**src/rtl/core/lir_pkg.sv**
```systemverilog
// Shared types and constants for the linear interpolation resampler.
`timescale 1ns / 1ps
package lir_pkg;

  localparam int unsigned SAMPLE_W  = 16;
  localparam int unsigned STEP_W    = 19;
  localparam int unsigned GAIN_W    = 15;
  localparam int unsigned CFG_IDX_W = 2;
  localparam int unsigned CFG_DAT_W = 19;
  // diff * gain and base * gain product widths
  localparam int unsigned DG_W      = 32;
  localparam int unsigned BG_W      = 31;

  localparam logic [CFG_IDX_W-1:0] REG_PHASE_STEP = 2'd0;
  localparam logic [CFG_IDX_W-1:0] REG_GAIN       = 2'd1;
  localparam logic [CFG_IDX_W-1:0] REG_MONO       = 2'd2;

  localparam logic [SAMPLE_W-1:0] SAT_MAX = 16'h7fff;
  localparam logic [SAMPLE_W-1:0] SAT_MIN = 16'h8000;

  localparam logic [STEP_W-1:0] STEP_RESET = 19'd65536;
  localparam logic [GAIN_W-1:0] GAIN_RESET = 15'd13107;

  typedef enum logic [2:0] {
    MUL_NONE,
    MUL_BGL,
    MUL_BGR,
    MUL_DGL,
    MUL_DGR,
    MUL_OUTL,
    MUL_OUTR
  } mul_op_e;

  typedef enum logic [3:0] {
    S_IDLE,
    S_BGL,
    S_BGR,
    S_DGL,
    S_DGR,
    S_CHK,
    S_OUTL,
    S_OUTR,
    S_FIN
  } seq_state_e;

  typedef struct packed {
    mul_op_e op;
    logic    load_out;
    logic    last;
    logic    bypass;
  } seq_ctrl_t;

endpackage

```
**src/rtl/core/lir_mul.sv**
```systemverilog
// Shared signed multiplier with registered product.
`timescale 1ns / 1ps
module lir_mul #(
  parameter int unsigned AW = 32,
  parameter int unsigned BW = 17
) (
  input  logic                 clk_i,
  input  logic                 en_i,
  input  logic signed [AW-1:0] a_i,
  input  logic signed [BW-1:0] b_i,
  output logic signed [AW+BW-1:0] p_o
);

  logic signed [AW+BW-1:0] p_q;

  always_ff @(posedge clk_i) begin
    if (en_i) begin
      p_q <= (AW+BW)'(a_i) * (AW+BW)'(b_i);
    end
  end

  assign p_o = p_q;

endmodule

```
**src/rtl/core/lir_seq.sv**
```systemverilog
// Sequencer: phase accumulator, output count and multiplier schedule.
`timescale 1ns / 1ps
module lir_seq
  import lir_pkg::*;
#(
  parameter int unsigned PHASE_FRAC_BITS = 16,
  parameter int unsigned MAX_OUTPUTS     = 16
) (
  input  logic                       clk_i,
  input  logic                       rst_ni,
  input  logic                       in_accept_i,
  input  logic                       start_i,
  input  logic [STEP_W-1:0]          phase_step_i,
  input  logic                       out_free_i,
  output logic                       in_ready_o,
  output logic [PHASE_FRAC_BITS-1:0] frac_o,
  output seq_ctrl_t                  ctrl_o
);

  localparam int unsigned PhaseW = ((PHASE_FRAC_BITS > STEP_W) ? PHASE_FRAC_BITS : STEP_W) + 1;
  localparam int unsigned CntW   = (MAX_OUTPUTS > 1) ? $clog2(MAX_OUTPUTS) : 1;
  localparam logic [PhaseW-1:0] PhaseOne = PhaseW'(1) << PHASE_FRAC_BITS;

  seq_state_e        state_q, state_d;
  logic [PhaseW-1:0] phase_q, phase_d;
  logic [CntW-1:0]   cnt_q, cnt_d;
  logic [PhaseW-1:0] step_ext;
  logic [PhaseW:0]   phase_sum;
  logic              bypass;
  logic              last;

  assign step_ext  = PhaseW'(phase_step_i);
  assign bypass    = (step_ext == PhaseOne);
  assign phase_sum = {1'b0, phase_q} + {1'b0, step_ext};
  assign last      = bypass || (cnt_q == CntW'(MAX_OUTPUTS - 1)) ||
                     (phase_sum >= {1'b0, PhaseOne});
  assign frac_o    = bypass ? '0 : phase_q[PHASE_FRAC_BITS-1:0];

  always_ff @(posedge clk_i or negedge rst_ni) begin
    if (!rst_ni) begin
      state_q <= S_IDLE;
      phase_q <= '0;
      cnt_q   <= '0;
    end else begin
      state_q <= state_d;
      phase_q <= phase_d;
      cnt_q   <= cnt_d;
    end
  end

  always_comb begin
    state_d         = state_q;
    phase_d         = phase_q;
    cnt_d           = cnt_q;
    in_ready_o      = 1'b0;
    ctrl_o.op       = MUL_NONE;
    ctrl_o.load_out = 1'b0;
    ctrl_o.last     = last;
    ctrl_o.bypass   = bypass;
    case (state_q)
      S_IDLE: begin
        in_ready_o = 1'b1;
        if (in_accept_i) begin
          if (start_i) begin
            phase_d = '0;
          end else if (phase_q >= PhaseOne) begin
            phase_d = phase_q - PhaseOne;
          end
          state_d = S_BGL;
        end
      end
      S_BGL: begin
        ctrl_o.op = MUL_BGL;
        state_d   = S_BGR;
      end
      S_BGR: begin
        ctrl_o.op = MUL_BGR;
        state_d   = S_DGL;
      end
      S_DGL: begin
        ctrl_o.op = MUL_DGL;
        state_d   = S_DGR;
      end
      S_DGR: begin
        ctrl_o.op = MUL_DGR;
        state_d   = S_CHK;
      end
      S_CHK: begin
        cnt_d = '0;
        if (bypass || (phase_q < PhaseOne)) begin
          state_d = S_OUTL;
        end else begin
          state_d = S_IDLE;
        end
      end
      S_OUTL: begin
        ctrl_o.op = MUL_OUTL;
        state_d   = S_OUTR;
      end
      S_OUTR: begin
        ctrl_o.op = MUL_OUTR;
        state_d   = S_FIN;
      end
      S_FIN: begin
        if (out_free_i) begin
          ctrl_o.load_out = 1'b1;
          cnt_d           = cnt_q + CntW'(1);
          if (!bypass) begin
            phase_d = phase_sum[PhaseW-1:0];
          end
          state_d = last ? S_IDLE : S_OUTL;
        end
      end
      default: state_d = S_IDLE;
    endcase
  end

  // outside bypass, an emitted sample always sits inside the current source interval
  assert property (@(posedge clk_i) disable iff (!rst_ni)
    (ctrl_o.load_out && !bypass) |-> (phase_q < PhaseOne))
    else $error("phase out of interval at emission");

  assert property (@(posedge clk_i) disable iff (!rst_ni)
    (state_q == S_FIN) |-> (cnt_q <= CntW'(MAX_OUTPUTS - 1)))
    else $error("output count overrun");

  assert property (@(posedge clk_i) disable iff (!rst_ni)
    (ctrl_o.load_out && last) |=> (state_q == S_IDLE))
    else $error("run did not end after last item");

  assert property (@(posedge clk_i) disable iff (!rst_ni)
    in_accept_i |=> (state_q == S_BGL))
    else $error("accepted item not started");

endmodule

```
**src/rtl/core/linear_interp_audio_resampler.sv**
```systemverilog
// Top level: linear interpolation resampler with gain and saturation.
//
// Source frames enter on the s_axis channel (tdata = left, right; tuser =
// start of sound). Output frames leave on m_axis (tdata = left, right;
// tlast on the final frame caused by one source frame). Registers are
// written over the cfg channel, which is always ready: index 0 phase step
// (Q16 source/output ratio, 1.0 = bypass), 1 gain (Q1.14), 2 mono source.
//
// Each source frame is handled by one multiplier reused under a sequencer:
// four set-up products (base and slope times gain, per channel), then two
// products per output frame. The sequencer walks BGL, BGR, DGL, DGR and CHK,
// then OUTL, OUTR and FIN per output frame; s_axis_tready is high only
// between items. The first output is loaded into the output register in FIN.
// A frame that falls entirely between output instants gives no output.
//
// Reset clears phase, history and output valid; registers go to
// step 1.0, gain 0.8, stereo. When m_axis stalls the result waits in the
// output register and the sequencer holds until it is taken.
`timescale 1ns / 1ps
module linear_interp_audio_resampler
  import lir_pkg::*;
#(
  parameter int unsigned PHASE_FRAC_BITS = 16,
  parameter int unsigned GAIN_FRAC_BITS  = 14,
  parameter int unsigned MAX_OUTPUTS     = 16
) (
  input  logic                 clk_i,
  input  logic                 rst_ni,
  input  logic                 s_axis_tvalid,
  output logic                 s_axis_tready,
  input  logic [31:0]          s_axis_tdata,  // source_left, source_right
  input  logic                 s_axis_tuser,  // start_of_sound
  output logic                 m_axis_tvalid,
  input  logic                 m_axis_tready,
  output logic [31:0]          m_axis_tdata,  // out_left, out_right
  output logic                 m_axis_tlast,  // last_of_run
  input  logic                 cfg_valid_i,
  output logic                 cfg_ready_o,
  input  logic [CFG_IDX_W-1:0] cfg_index_i,
  input  logic [CFG_DAT_W-1:0] cfg_data_i
);

  localparam int unsigned AW    = DG_W;
  localparam int unsigned BW    = ((PHASE_FRAC_BITS > GAIN_W) ? PHASE_FRAC_BITS : GAIN_W) + 1;
  localparam int unsigned PW    = AW + BW;
  localparam int unsigned AccW  = BG_W + 2 + PHASE_FRAC_BITS;
  localparam int unsigned Shift = PHASE_FRAC_BITS + GAIN_FRAC_BITS;
  localparam int unsigned QW    = AccW - Shift;
  localparam logic [AccW-1:0] RoundBias = (AccW'(1) << Shift) - AccW'(1);

  logic [STEP_W-1:0] step_q;
  logic [GAIN_W-1:0] gain_q;
  logic              mono_q;

  logic                       in_accept;
  logic                       out_free;
  logic [PHASE_FRAC_BITS-1:0] frac;
  seq_ctrl_t                  ctrl;
  mul_op_e                    prev_op_q;

  logic                       have_q;
  logic signed [SAMPLE_W-1:0] new_l, new_r;
  logic signed [SAMPLE_W-1:0] prev_l_q, prev_r_q, cur_l_q, cur_r_q;
  logic signed [SAMPLE_W-1:0] base_l, base_r;
  logic signed [SAMPLE_W:0]   diff_l, diff_r;
  logic signed [BG_W-1:0]     bg_l_q, bg_r_q, bg_sel;
  logic signed [DG_W-1:0]     dg_l_q, dg_r_q;

  logic signed [AW-1:0]       mul_a;
  logic signed [BW-1:0]       mul_b;
  logic signed [BW-1:0]       gain_b, frac_b;
  logic signed [PW-1:0]       prod;

  logic signed [AccW-1:0]     acc, acc_adj;
  logic signed [QW-1:0]       quo;
  logic [SAMPLE_W-1:0]        sat;
  logic [SAMPLE_W-1:0]        res_l_q;

  logic                       out_valid_q, out_last_q;
  logic [SAMPLE_W-1:0]        out_l_q, out_r_q;

  assign in_accept   = s_axis_tvalid && s_axis_tready;
  assign out_free    = !out_valid_q || m_axis_tready;
  assign cfg_ready_o = 1'b1;

  // configuration
  always_ff @(posedge clk_i or negedge rst_ni) begin
    if (!rst_ni) begin
      step_q <= STEP_RESET;
      gain_q <= GAIN_RESET;
      mono_q <= 1'b0;
    end else if (cfg_valid_i) begin
      case (cfg_index_i)
        REG_PHASE_STEP: step_q <= cfg_data_i[STEP_W-1:0];
        REG_GAIN:       gain_q <= cfg_data_i[GAIN_W-1:0];
        REG_MONO:       mono_q <= cfg_data_i[0];
        default:        ;
      endcase
    end
  end

  lir_seq #(
    .PHASE_FRAC_BITS(PHASE_FRAC_BITS),
    .MAX_OUTPUTS    (MAX_OUTPUTS)
  ) u_seq (
    .clk_i       (clk_i),
    .rst_ni      (rst_ni),
    .in_accept_i (in_accept),
    .start_i     (s_axis_tuser),
    .phase_step_i(step_q),
    .out_free_i  (out_free),
    .in_ready_o  (s_axis_tready),
    .frac_o      (frac),
    .ctrl_o      (ctrl)
  );

  // two-frame window
  assign new_l = signed'(s_axis_tdata[15:0]);
  assign new_r = mono_q ? new_l : signed'(s_axis_tdata[31:16]);

  always_ff @(posedge clk_i or negedge rst_ni) begin
    if (!rst_ni) begin
      have_q    <= 1'b0;
      prev_op_q <= MUL_NONE;
    end else begin
      prev_op_q <= ctrl.op;
      if (in_accept) begin
        have_q <= 1'b1;
      end
    end
  end

  always_ff @(posedge clk_i) begin
    if (in_accept) begin
      if (have_q && !s_axis_tuser) begin
        prev_l_q <= cur_l_q;
        prev_r_q <= cur_r_q;
      end else begin
        prev_l_q <= new_l;
        prev_r_q <= new_r;
      end
      cur_l_q <= new_l;
      cur_r_q <= new_r;
    end
  end

  assign base_l = ctrl.bypass ? cur_l_q : prev_l_q;
  assign base_r = ctrl.bypass ? cur_r_q : prev_r_q;
  assign diff_l = (SAMPLE_W+1)'(cur_l_q) - (SAMPLE_W+1)'(base_l);
  assign diff_r = (SAMPLE_W+1)'(cur_r_q) - (SAMPLE_W+1)'(base_r);

  // operand select for the shared multiplier
  assign gain_b = signed'(BW'(gain_q));
  assign frac_b = signed'(BW'(frac));

  always_comb begin
    case (ctrl.op)
      MUL_BGL: begin
        mul_a = AW'(base_l);
        mul_b = gain_b;
      end
      MUL_BGR: begin
        mul_a = AW'(base_r);
        mul_b = gain_b;
      end
      MUL_DGL: begin
        mul_a = AW'(diff_l);
        mul_b = gain_b;
      end
      MUL_DGR: begin
        mul_a = AW'(diff_r);
        mul_b = gain_b;
      end
      MUL_OUTL: begin
        mul_a = dg_l_q;
        mul_b = frac_b;
      end
      MUL_OUTR: begin
        mul_a = dg_r_q;
        mul_b = frac_b;
      end
      default: begin
        mul_a = '0;
        mul_b = '0;
      end
    endcase
  end

  lir_mul #(
    .AW(AW),
    .BW(BW)
  ) u_mul (
    .clk_i(clk_i),
    .en_i (ctrl.op != MUL_NONE),
    .a_i  (mul_a),
    .b_i  (mul_b),
    .p_o  (prod)
  );

  // accumulate, truncate toward zero, saturate
  assign bg_sel  = (prev_op_q == MUL_OUTL) ? bg_l_q : bg_r_q;
  assign acc     = (AccW'(bg_sel) <<< PHASE_FRAC_BITS) + signed'(prod[AccW-1:0]);
  assign acc_adj = acc[AccW-1] ? (acc + signed'(RoundBias)) : acc;
  assign quo     = signed'(acc_adj[AccW-1:Shift]);

  always_comb begin
    if ((&quo[QW-1:SAMPLE_W-1]) || !(|quo[QW-1:SAMPLE_W-1])) begin
      sat = quo[SAMPLE_W-1:0];
    end else if (quo[QW-1]) begin
      sat = SAT_MIN;
    end else begin
      sat = SAT_MAX;
    end
  end

  always_ff @(posedge clk_i) begin
    case (prev_op_q)
      MUL_BGL:  bg_l_q  <= signed'(prod[BG_W-1:0]);
      MUL_BGR:  bg_r_q  <= signed'(prod[BG_W-1:0]);
      MUL_DGL:  dg_l_q  <= signed'(prod[DG_W-1:0]);
      MUL_DGR:  dg_r_q  <= signed'(prod[DG_W-1:0]);
      MUL_OUTL: res_l_q <= sat;
      default:  ;
    endcase
  end

  // output register
  always_ff @(posedge clk_i or negedge rst_ni) begin
    if (!rst_ni) begin
      out_valid_q <= 1'b0;
    end else if (ctrl.load_out) begin
      out_valid_q <= 1'b1;
    end else if (m_axis_tready) begin
      out_valid_q <= 1'b0;
    end
  end

  always_ff @(posedge clk_i) begin
    if (ctrl.load_out) begin
      out_l_q    <= res_l_q;
      out_r_q    <= sat;
      out_last_q <= ctrl.last;
    end
  end

  assign m_axis_tvalid = out_valid_q;
  assign m_axis_tdata  = {out_r_q, out_l_q};
  assign m_axis_tlast  = out_last_q;

  assert property (@(posedge clk_i) disable iff (!rst_ni)
    ctrl.load_out |-> out_free)
    else $error("output register overwritten");

  assert property (@(posedge clk_i) disable iff (!rst_ni)
    (prev_op_q == MUL_OUTL) |-> (ctrl.op == MUL_OUTR))
    else $error("right product not following left");

  assert property (@(posedge clk_i) disable iff (!rst_ni)
    (m_axis_tvalid && !m_axis_tready) |=>
      (m_axis_tvalid && $stable(m_axis_tdata) && $stable(m_axis_tlast)))
    else $error("output item changed while stalled");

endmodule

```
**config.mk**
```make
export PLATFORM = sky130hd
export DESIGN_NAME = linear_interp_audio_resampler
export DESIGN_NICKNAME = d
export VERILOG_FILES = /design/src/rtl/core/lir_pkg.sv /design/src/rtl/core/lir_mul.sv /design/src/rtl/core/lir_seq.sv /design/src/rtl/core/linear_interp_audio_resampler.sv
export SDC_FILE = /design/constraint.sdc
export NUM_CORES = 2
export LEC_CHECK = 0
export ABC_AREA = 1
export BUFFER_PORTS_ARGS = -buffer_cell sky130_fd_sc_hd__buf_4
export CORE_UTILIZATION = 40
export CTS_BUF_LIST = sky130_fd_sc_hd__clkbuf_2
export DETAILED_ROUTE_END_ITERATION = 12
export HOLD_SLACK_MARGIN = 0.08
export PLACE_DENSITY = 0.6
export SYNTH_ARGS = -nofsm -noshare
export SYNTH_HDL_FRONTEND = slang
export SYNTH_SLANG_ARGS = --single-unit
```
**constraint.sdc**
```tcl
create_clock -name clk_i -period 7.7 [get_ports clk_i]
set_clock_uncertainty 0.1 [all_clocks]
set_input_delay 1.925 -clock clk_i [delete_from_list [all_inputs] [get_ports clk_i]]
set_output_delay 1.925 -clock clk_i [all_outputs]
set_load 0.005 [all_outputs]
```
# After elaboration in Yosys (flattened, before gate mapping)
# Index checks and enable logic that the tools add are counted.
[word_totals] regBits=356 inputBits=59 out_inout_bits=36 wordCells=117
[op_classes] add_sub_neg=7 n_mul=1 order_cmp=3 n_eq_ne=27 n_mux=31 n_reduce_logical=26
[op_table] cell="one-hot mux 32 bit (6 select lines)" count=1
[op_table] cell="2-to-1 mux 16 bit" count=8
[op_table] cell="2-to-1 mux 20 bit" count=5
[op_table] cell="adder 47 x 49 -> 49 bit" count=1
[op_table] cell="adder 49 x 31 -> 49 bit (second input constant)" count=1
[op_table] cell="multiplier 32 x 17 -> 49 bit" count=1
[op_table] cell="2-to-1 mux 49 bit" count=1
[op_table] cell="one-hot mux 20 bit (2 select lines)" count=1
[op_table] cell="one-hot mux 4 bit (9 select lines)" count=1
[op_table] cell="subtractor 16 x 16 -> 17 bit" count=2
[op_table] cell="one-hot mux 16 bit (2 select lines)" count=1
[op_table] cell="2-to-1 mux 31 bit" count=1
[op_table] cell="adder 20 x 19 -> 21 bit" count=1
[op_table] cell="greater-or-equal comparator 21 x 17 -> 1 bit (second input constant)" count=1
[op_table] cell="greater-or-equal comparator 20 x 17 -> 1 bit (second input constant)" count=1
[op_table] cell="less-than comparator 20 x 17 -> 1 bit (second input constant)" count=1
[op_table] cell="subtractor 20 x 17 -> 20 bit (second input constant)" count=1
[op_table] cell="== test 19 x 17 -> 1 bit (second input constant)" count=1
[op_table] cell="one-hot mux 3 bit (6 select lines)" count=1
[op_table] cell="== test 4 x 3 -> 1 bit (second input constant)" count=4
[op_table] cell="== test 3 bit (second input constant)" count=5
[op_table] cell="== test 3 x 2 -> 1 bit (second input constant)" count=4
[op_table] cell="2-to-1 mux 4 bit" count=3
[op_table] cell="AND reduction 2 bit" count=5
[op_table] cell="other kinds (23)" count=43

# Logic depth before layout (Yosys ltp)
[depth] word_depth=9 mapped_depth=53 mapped_depth_nobuf=48

# Hierarchy
# From an unflattened synthesis, not the netlist that was laid out.
[hier_totals] hier_cells=5286 hier_area_um2=41409.7
[by_module_without_submodules] mod="lir_mul" instances=1 cells_per_inst=2905 area_per_inst_um2=22130.0 seq_area_each_um2=1471.4
[by_module_without_submodules] mod="linear_interp_audio_resampler" instances=1 cells_per_inst=1934 area_per_inst_um2=16363.2 seq_area_each_um2=8189.1
[by_module_without_submodules] mod="lir_seq" instances=1 cells_per_inst=447 area_per_inst_um2=2916.5 seq_area_each_um2=700.7

# Worst setup path after synthesis
# OpenSTA, ideal clock, no wires.
[synth_timing] path_kind="register to register" from="register step_q[16]" to="register u_mul.p_q[47] (netlist: u_mul.p_o[47]), data pin" setup_ps=259 arrival_ps=8112 required_ps=7341 setup_slack_ps=-771 path_stages_with_launch=49 n_path_buf=5 period_less_slack_ps=8471 path_cell_list="dfstp_2 inv_1 nor3_1 nand3_2 buf_6 buf_6 clkbuf_1 o21ai_0 ha_1 inv_1 ha_1 inv_1 nand2_1 inv_1 nor2_2 nand2_1 nand2_1 nand3_1 (+13 left out) fa_1 inv_1 fa_1 fa_1 fa_1 inv_1 ha_1 nand2_1 nor2_1 nand2_1 inv_1 nand3_1 o21ai_0 a31oi_1 o21ai_0 nand2_1 nand3_1 xor2_1"
[synth_via] elab_chain_cells=5
[synth_lines] item="from (decl)" line_no="linear_interp_audio_resampler.sv:51" source="logic [STEP_W-1:0] step_q;"
[synth_lines] item="from (signal assigned)" line_no="linear_interp_audio_resampler.sv:94" source="REG_PHASE_STEP: step_q <= cfg_data_i[STEP_W-1:0];"
[synth_lines] item="== test 19 x 17 -> 1 bit (*)" line_no="lir_seq.sv:33" source="assign bypass = (step_ext == PhaseOne);"
[synth_lines] item="2-to-1 mux 16 bit (on tied branches)" line_no="linear_interp_audio_resampler.sv:148, linear_interp_audio_resampler.sv:147"
[synth_lines] item="subtractor 16 x 16 -> 17 bit (on tied branches)" line_no="linear_interp_audio_resampler.sv:150, linear_interp_audio_resampler.sv:149"
[synth_lines] item="one-hot mux 32 bit (6 select lines)" line_no="linear_interp_audio_resampler.sv:157" source="case (ctrl.op)"
[synth_lines] item="multiplier 32 x 17 -> 49 bit (*)" line_no="lir_mul.sv:18" source="p_q <= (AW+BW)'(a_i) * (AW+BW)'(b_i);"
[synth_lines] item="to (signal assigned)" line_no="lir_mul.sv:18"
[synth_lines] item="to (decl)" line_no="lir_mul.sv:14" source="logic signed [AW+BW-1:0] p_q;"
# Mark *: on every way between the ends. The rest lies on a longest branch, timed or not.
# A chain may end at the register's enable or synchronous reset.

# Worst setup path in the final report
[layout_timing] from="register step_q[16]" to="register u_mul.p_q[41] (netlist: u_mul.p_o[41]), data pin"
# The elaborated chain is that of the path after synthesis.

==> results.py <==
metrics = {
    "synthesis": {
        "ys_async_sr_fraction_pct": 19.1,
        "synth.top_cell.area_share_pct": 25.5,
        "synth_area_per_cell_um2": 8.32,
        "synth_edf_count": 288,
        "ys_ff_latch": 356,
        "syn_nets": 5374,
        "syn_inst": 4635,
        "ys_top_cells_by_area": "fa_1 26%, edfxtp_1 22%, nand2_1 12%",
        "yosysTopAreaCell": "fa_1",
        "yosysUniqueCellTypes": 60,
        "synth_area_um2": 38500,
        "ys_seq_area_share_pct": 26.9,
        "synth_ff_type": "edfxtp_1",
        "synth-warning-count": 0,
    },
    "die": {
        "num_rows": 113,
        "core-area_um2": 95300,
        "die_height_um": 312,
        "io_pins": 95,
        "die_x_um": 312,
        "dieArea_um2": 97600,
        "start_util_pct": 40.4,
    },
    "clocking": {
        "cts_hold_buf": 0,
        "clkLatencyLatePin_ps": 1170,
        "cts-root-buf": "clkbuf_2",
        "htree_num_levels": 3,
        "cts_tree": "built",
        "clkTransAtPathRegs_ps": 130,
        "clk_path_buf_depth": 3,
        "cts_buffers": 89,
        "cts_sinks": 356,
    },
    "critical_path": {
        "required_ps": 8450,
        "cp_slowest_cell": "fa_2",
        "crit_cells": 42,
        "cp-start-kind": "flop",
        "crit_path_frequent_cell": "inv_1",
        "critPathTopFamily": "adder cells",
        "crit_type": "flop to flop",
        "cpPeakStageDelay_ps": 570,
        "end_kind": "flop",
        "crit_buf_inv": 13,
        "critPathArrivalTime_ps": 9270,
        "reg2reg_depth": 42,
        "crit_fanout": 13,
    },
    "final_layout": {
        "area_delta_synth_final_pct": 21.3,
        "most-common-layout-cells": "1212 x nand2_1, 1113 x inv_1, 589 x buf_4",
        "fin_nets": 5971,
        "drive_gt1_share_pct": 20.1,
        "final_common_cell": "nand2_1",
    },
    "routing": {
        "drt_iter0_markers": 1985,
        "routedWlPerCell_um": 16.4,
        "wirelength_um": 108000,
        "dr.pass1.iters": 7,
        "via_count": 31900,
        "avgViaCountPerCell": 4.86,
        "ant_nets": 0,
        "drc": 0,
    },
    "place": {
        "place_hpwl_um": 86800,
        "gp_congestion": 0.928,
        "port_buffers": 93,
    },
    "timing": {
        "rsz0062_at_grt": "yes",
        "fin_crit_ps": 8520,
        "worst_pin_slew_ps": 1190,
        "slew-limit-headroom_pct": 20.7,
        "period_share_pct": 111,
        "finalSetupViolCount": 32,
        "tns_ps": -16580,
        "hold_violations": 0,
        "setup_ws_ps": -819,
        "timing.hold.ws_ps": 305,
        "drv_slew": 0,
        "fmax_ghz": 0.117,
    },
    "global_routing": {
        "grt_pass1_wl_um": 175000,
        "antenna_found_initial": 2,
        "grt.total_usage_pct": 22.6,
        "gr-total-overflow": 0,
        "grt_pass1_vias": 32800,
        "grt_max_degree": 69,
    },
    "run": {
        "maxCapViolations": 0,
    },
    "outcome": {
        "status": "finished with violations",
        "violations": "setup timing",
    },
    "min_path": {
        "hold_class": "flop to flop",
        "whs_path_depth": 0,
    },
}
==> logic make-up after synthesis <==
| logic type | Yosys count | share of synthesized area [%] |
|---|---|---|
| mux | 33 | 0.945 |
| xor+xnor | 79 | 1.80 |
| buf+inv | 1259 | 12.8 |
| compound gates | 433 | 6.64 |
| fa+ha+maj | 680 | 31.6 |
| flops | 356 | 26.9 |
| other cells | 1 | 0.00973 |
| simple gates | 1794 | 19.3 |
==> flip-flops by register name (all words and copies together), names as in the netlist, 16 cells and up <==
signal,flops
u_seq.phase_q,20
bg_r_q,31
prev_l_q,16
u_mul.p_o,49
res_l_q,16
prev_r_q,16
step_q,19
dg_r_q,32
bg_l_q,31
dg_l_q,32
out_r_q,16
cur_l_q,16
cur_r_q,16
out_l_q,16
==> through the flow <==
| step | setup WS [ps] | cell area (µm²) | cells | util [%] |
|---|---|---|---|---|
| floorplan | -368 | 38900 | 4635 | - |
| global placement | -896 | 44600 | 6356 | 46.8 |
| detailed placement | -936 | 44600 | 6356 | 46.8 |
| CTS | -826 | 46300 | 6545 | 48.6 |
| global route | -1340 | 46800 | 6568 | 49.1 |
| finish | -819 | 46800 | 6568 | 49.1 |
==> worst reg2reg max path, delay by kind of cell, from the launching register on <==
| family | cells | cell delay, ps |
|---|---|---|
| AOI/OAI and AO/OA | 5 | 710 |
| xor gates and xnor gates | 1 | 140 |
| adders and majority gates | 8 | 3490 |
| buffers and inverters | 13 | 1360 |
| DFF | 1 | 550 |
| muxes | 1 | 180 |
| and+or+nand+nor | 14 | 1710 |
==> final timing paths <==
kind / start / to / slack (ps)
worst max-delay path: step_q[16] / u_mul.p_o[41] / -820
worst min-delay path: res_l_q[8] / out_l_q[8] / 300
worst max register to register: step_q[16] / u_mul.p_o[41] / -820
worst min register to register: res_l_q[8] / out_l_q[8] / 300
max in group asynchronous: rst_ni / prev_op_q[1] / 6080
min in group asynchronous: rst_ni / step_q[4] / 790
==> final cells by class <==
type / instances / area [µm²]
fill: 9197 / 48500
multi-input combinational: 3021 / 24400
sequential: 356 / 10400
timing repair buffer: 639 / 5300
inverter: 1125 / 4230
tap: 1265 / 1580
clock buffer: 129 / 646
clock inverter: 28 / 216
antenna: 5 / 12.5
==> layer usage <==
layer / global-route usage, % / wire length [µm] / up-vias
met5: 0 / 0 / -
met4: 6.16 / 2560 / 0
met3: 2.60 / 5260 / 148
met2: 37.9 / 50700 / 772
met1: 31.0 / 49300 / 15600
li1: - / - / 15500
==> cell usage after synthesis (5+ instances only) <==
library cell,n
buf_2,16
dfrtp_1,59
a21o_1,5
edfxtp_1,288
dfstp_2,9
a32o_1,11
a31oi_1,13
mux2_2,27
o21bai_1,6
nor2_1,235
inv_1,1124
nor4_1,6
clkbuf_1,91
buf_4,10
nand3b_1,17
o21ai_0,148
nand3_1,187
mux2i_1,6
ha_1,189
xor2_1,47
a22oi_1,9
a211oi_1,10
nand2_1,1242
fa_1,491
nand3_2,7
a221oi_1,21
nand3_4,12
xnor2_1,32
o21a_1,10
a21oi_1,151
or2_2,7
buf_6,14
nor3_1,31
a21boi_0,7
o22ai_1,12
nand4_1,34
==> repair_timing <==
action,in CTS,in global routing
setup buffers,29,19
resized for setup,114,63
gates cloned,3,0
pin swaps,37,24
endpoints found under the setup margin,36,39
Power is left out: the tool's default activity adds up to more than one toggle a clock period on the data nets, which glitch-free logic cannot reach.
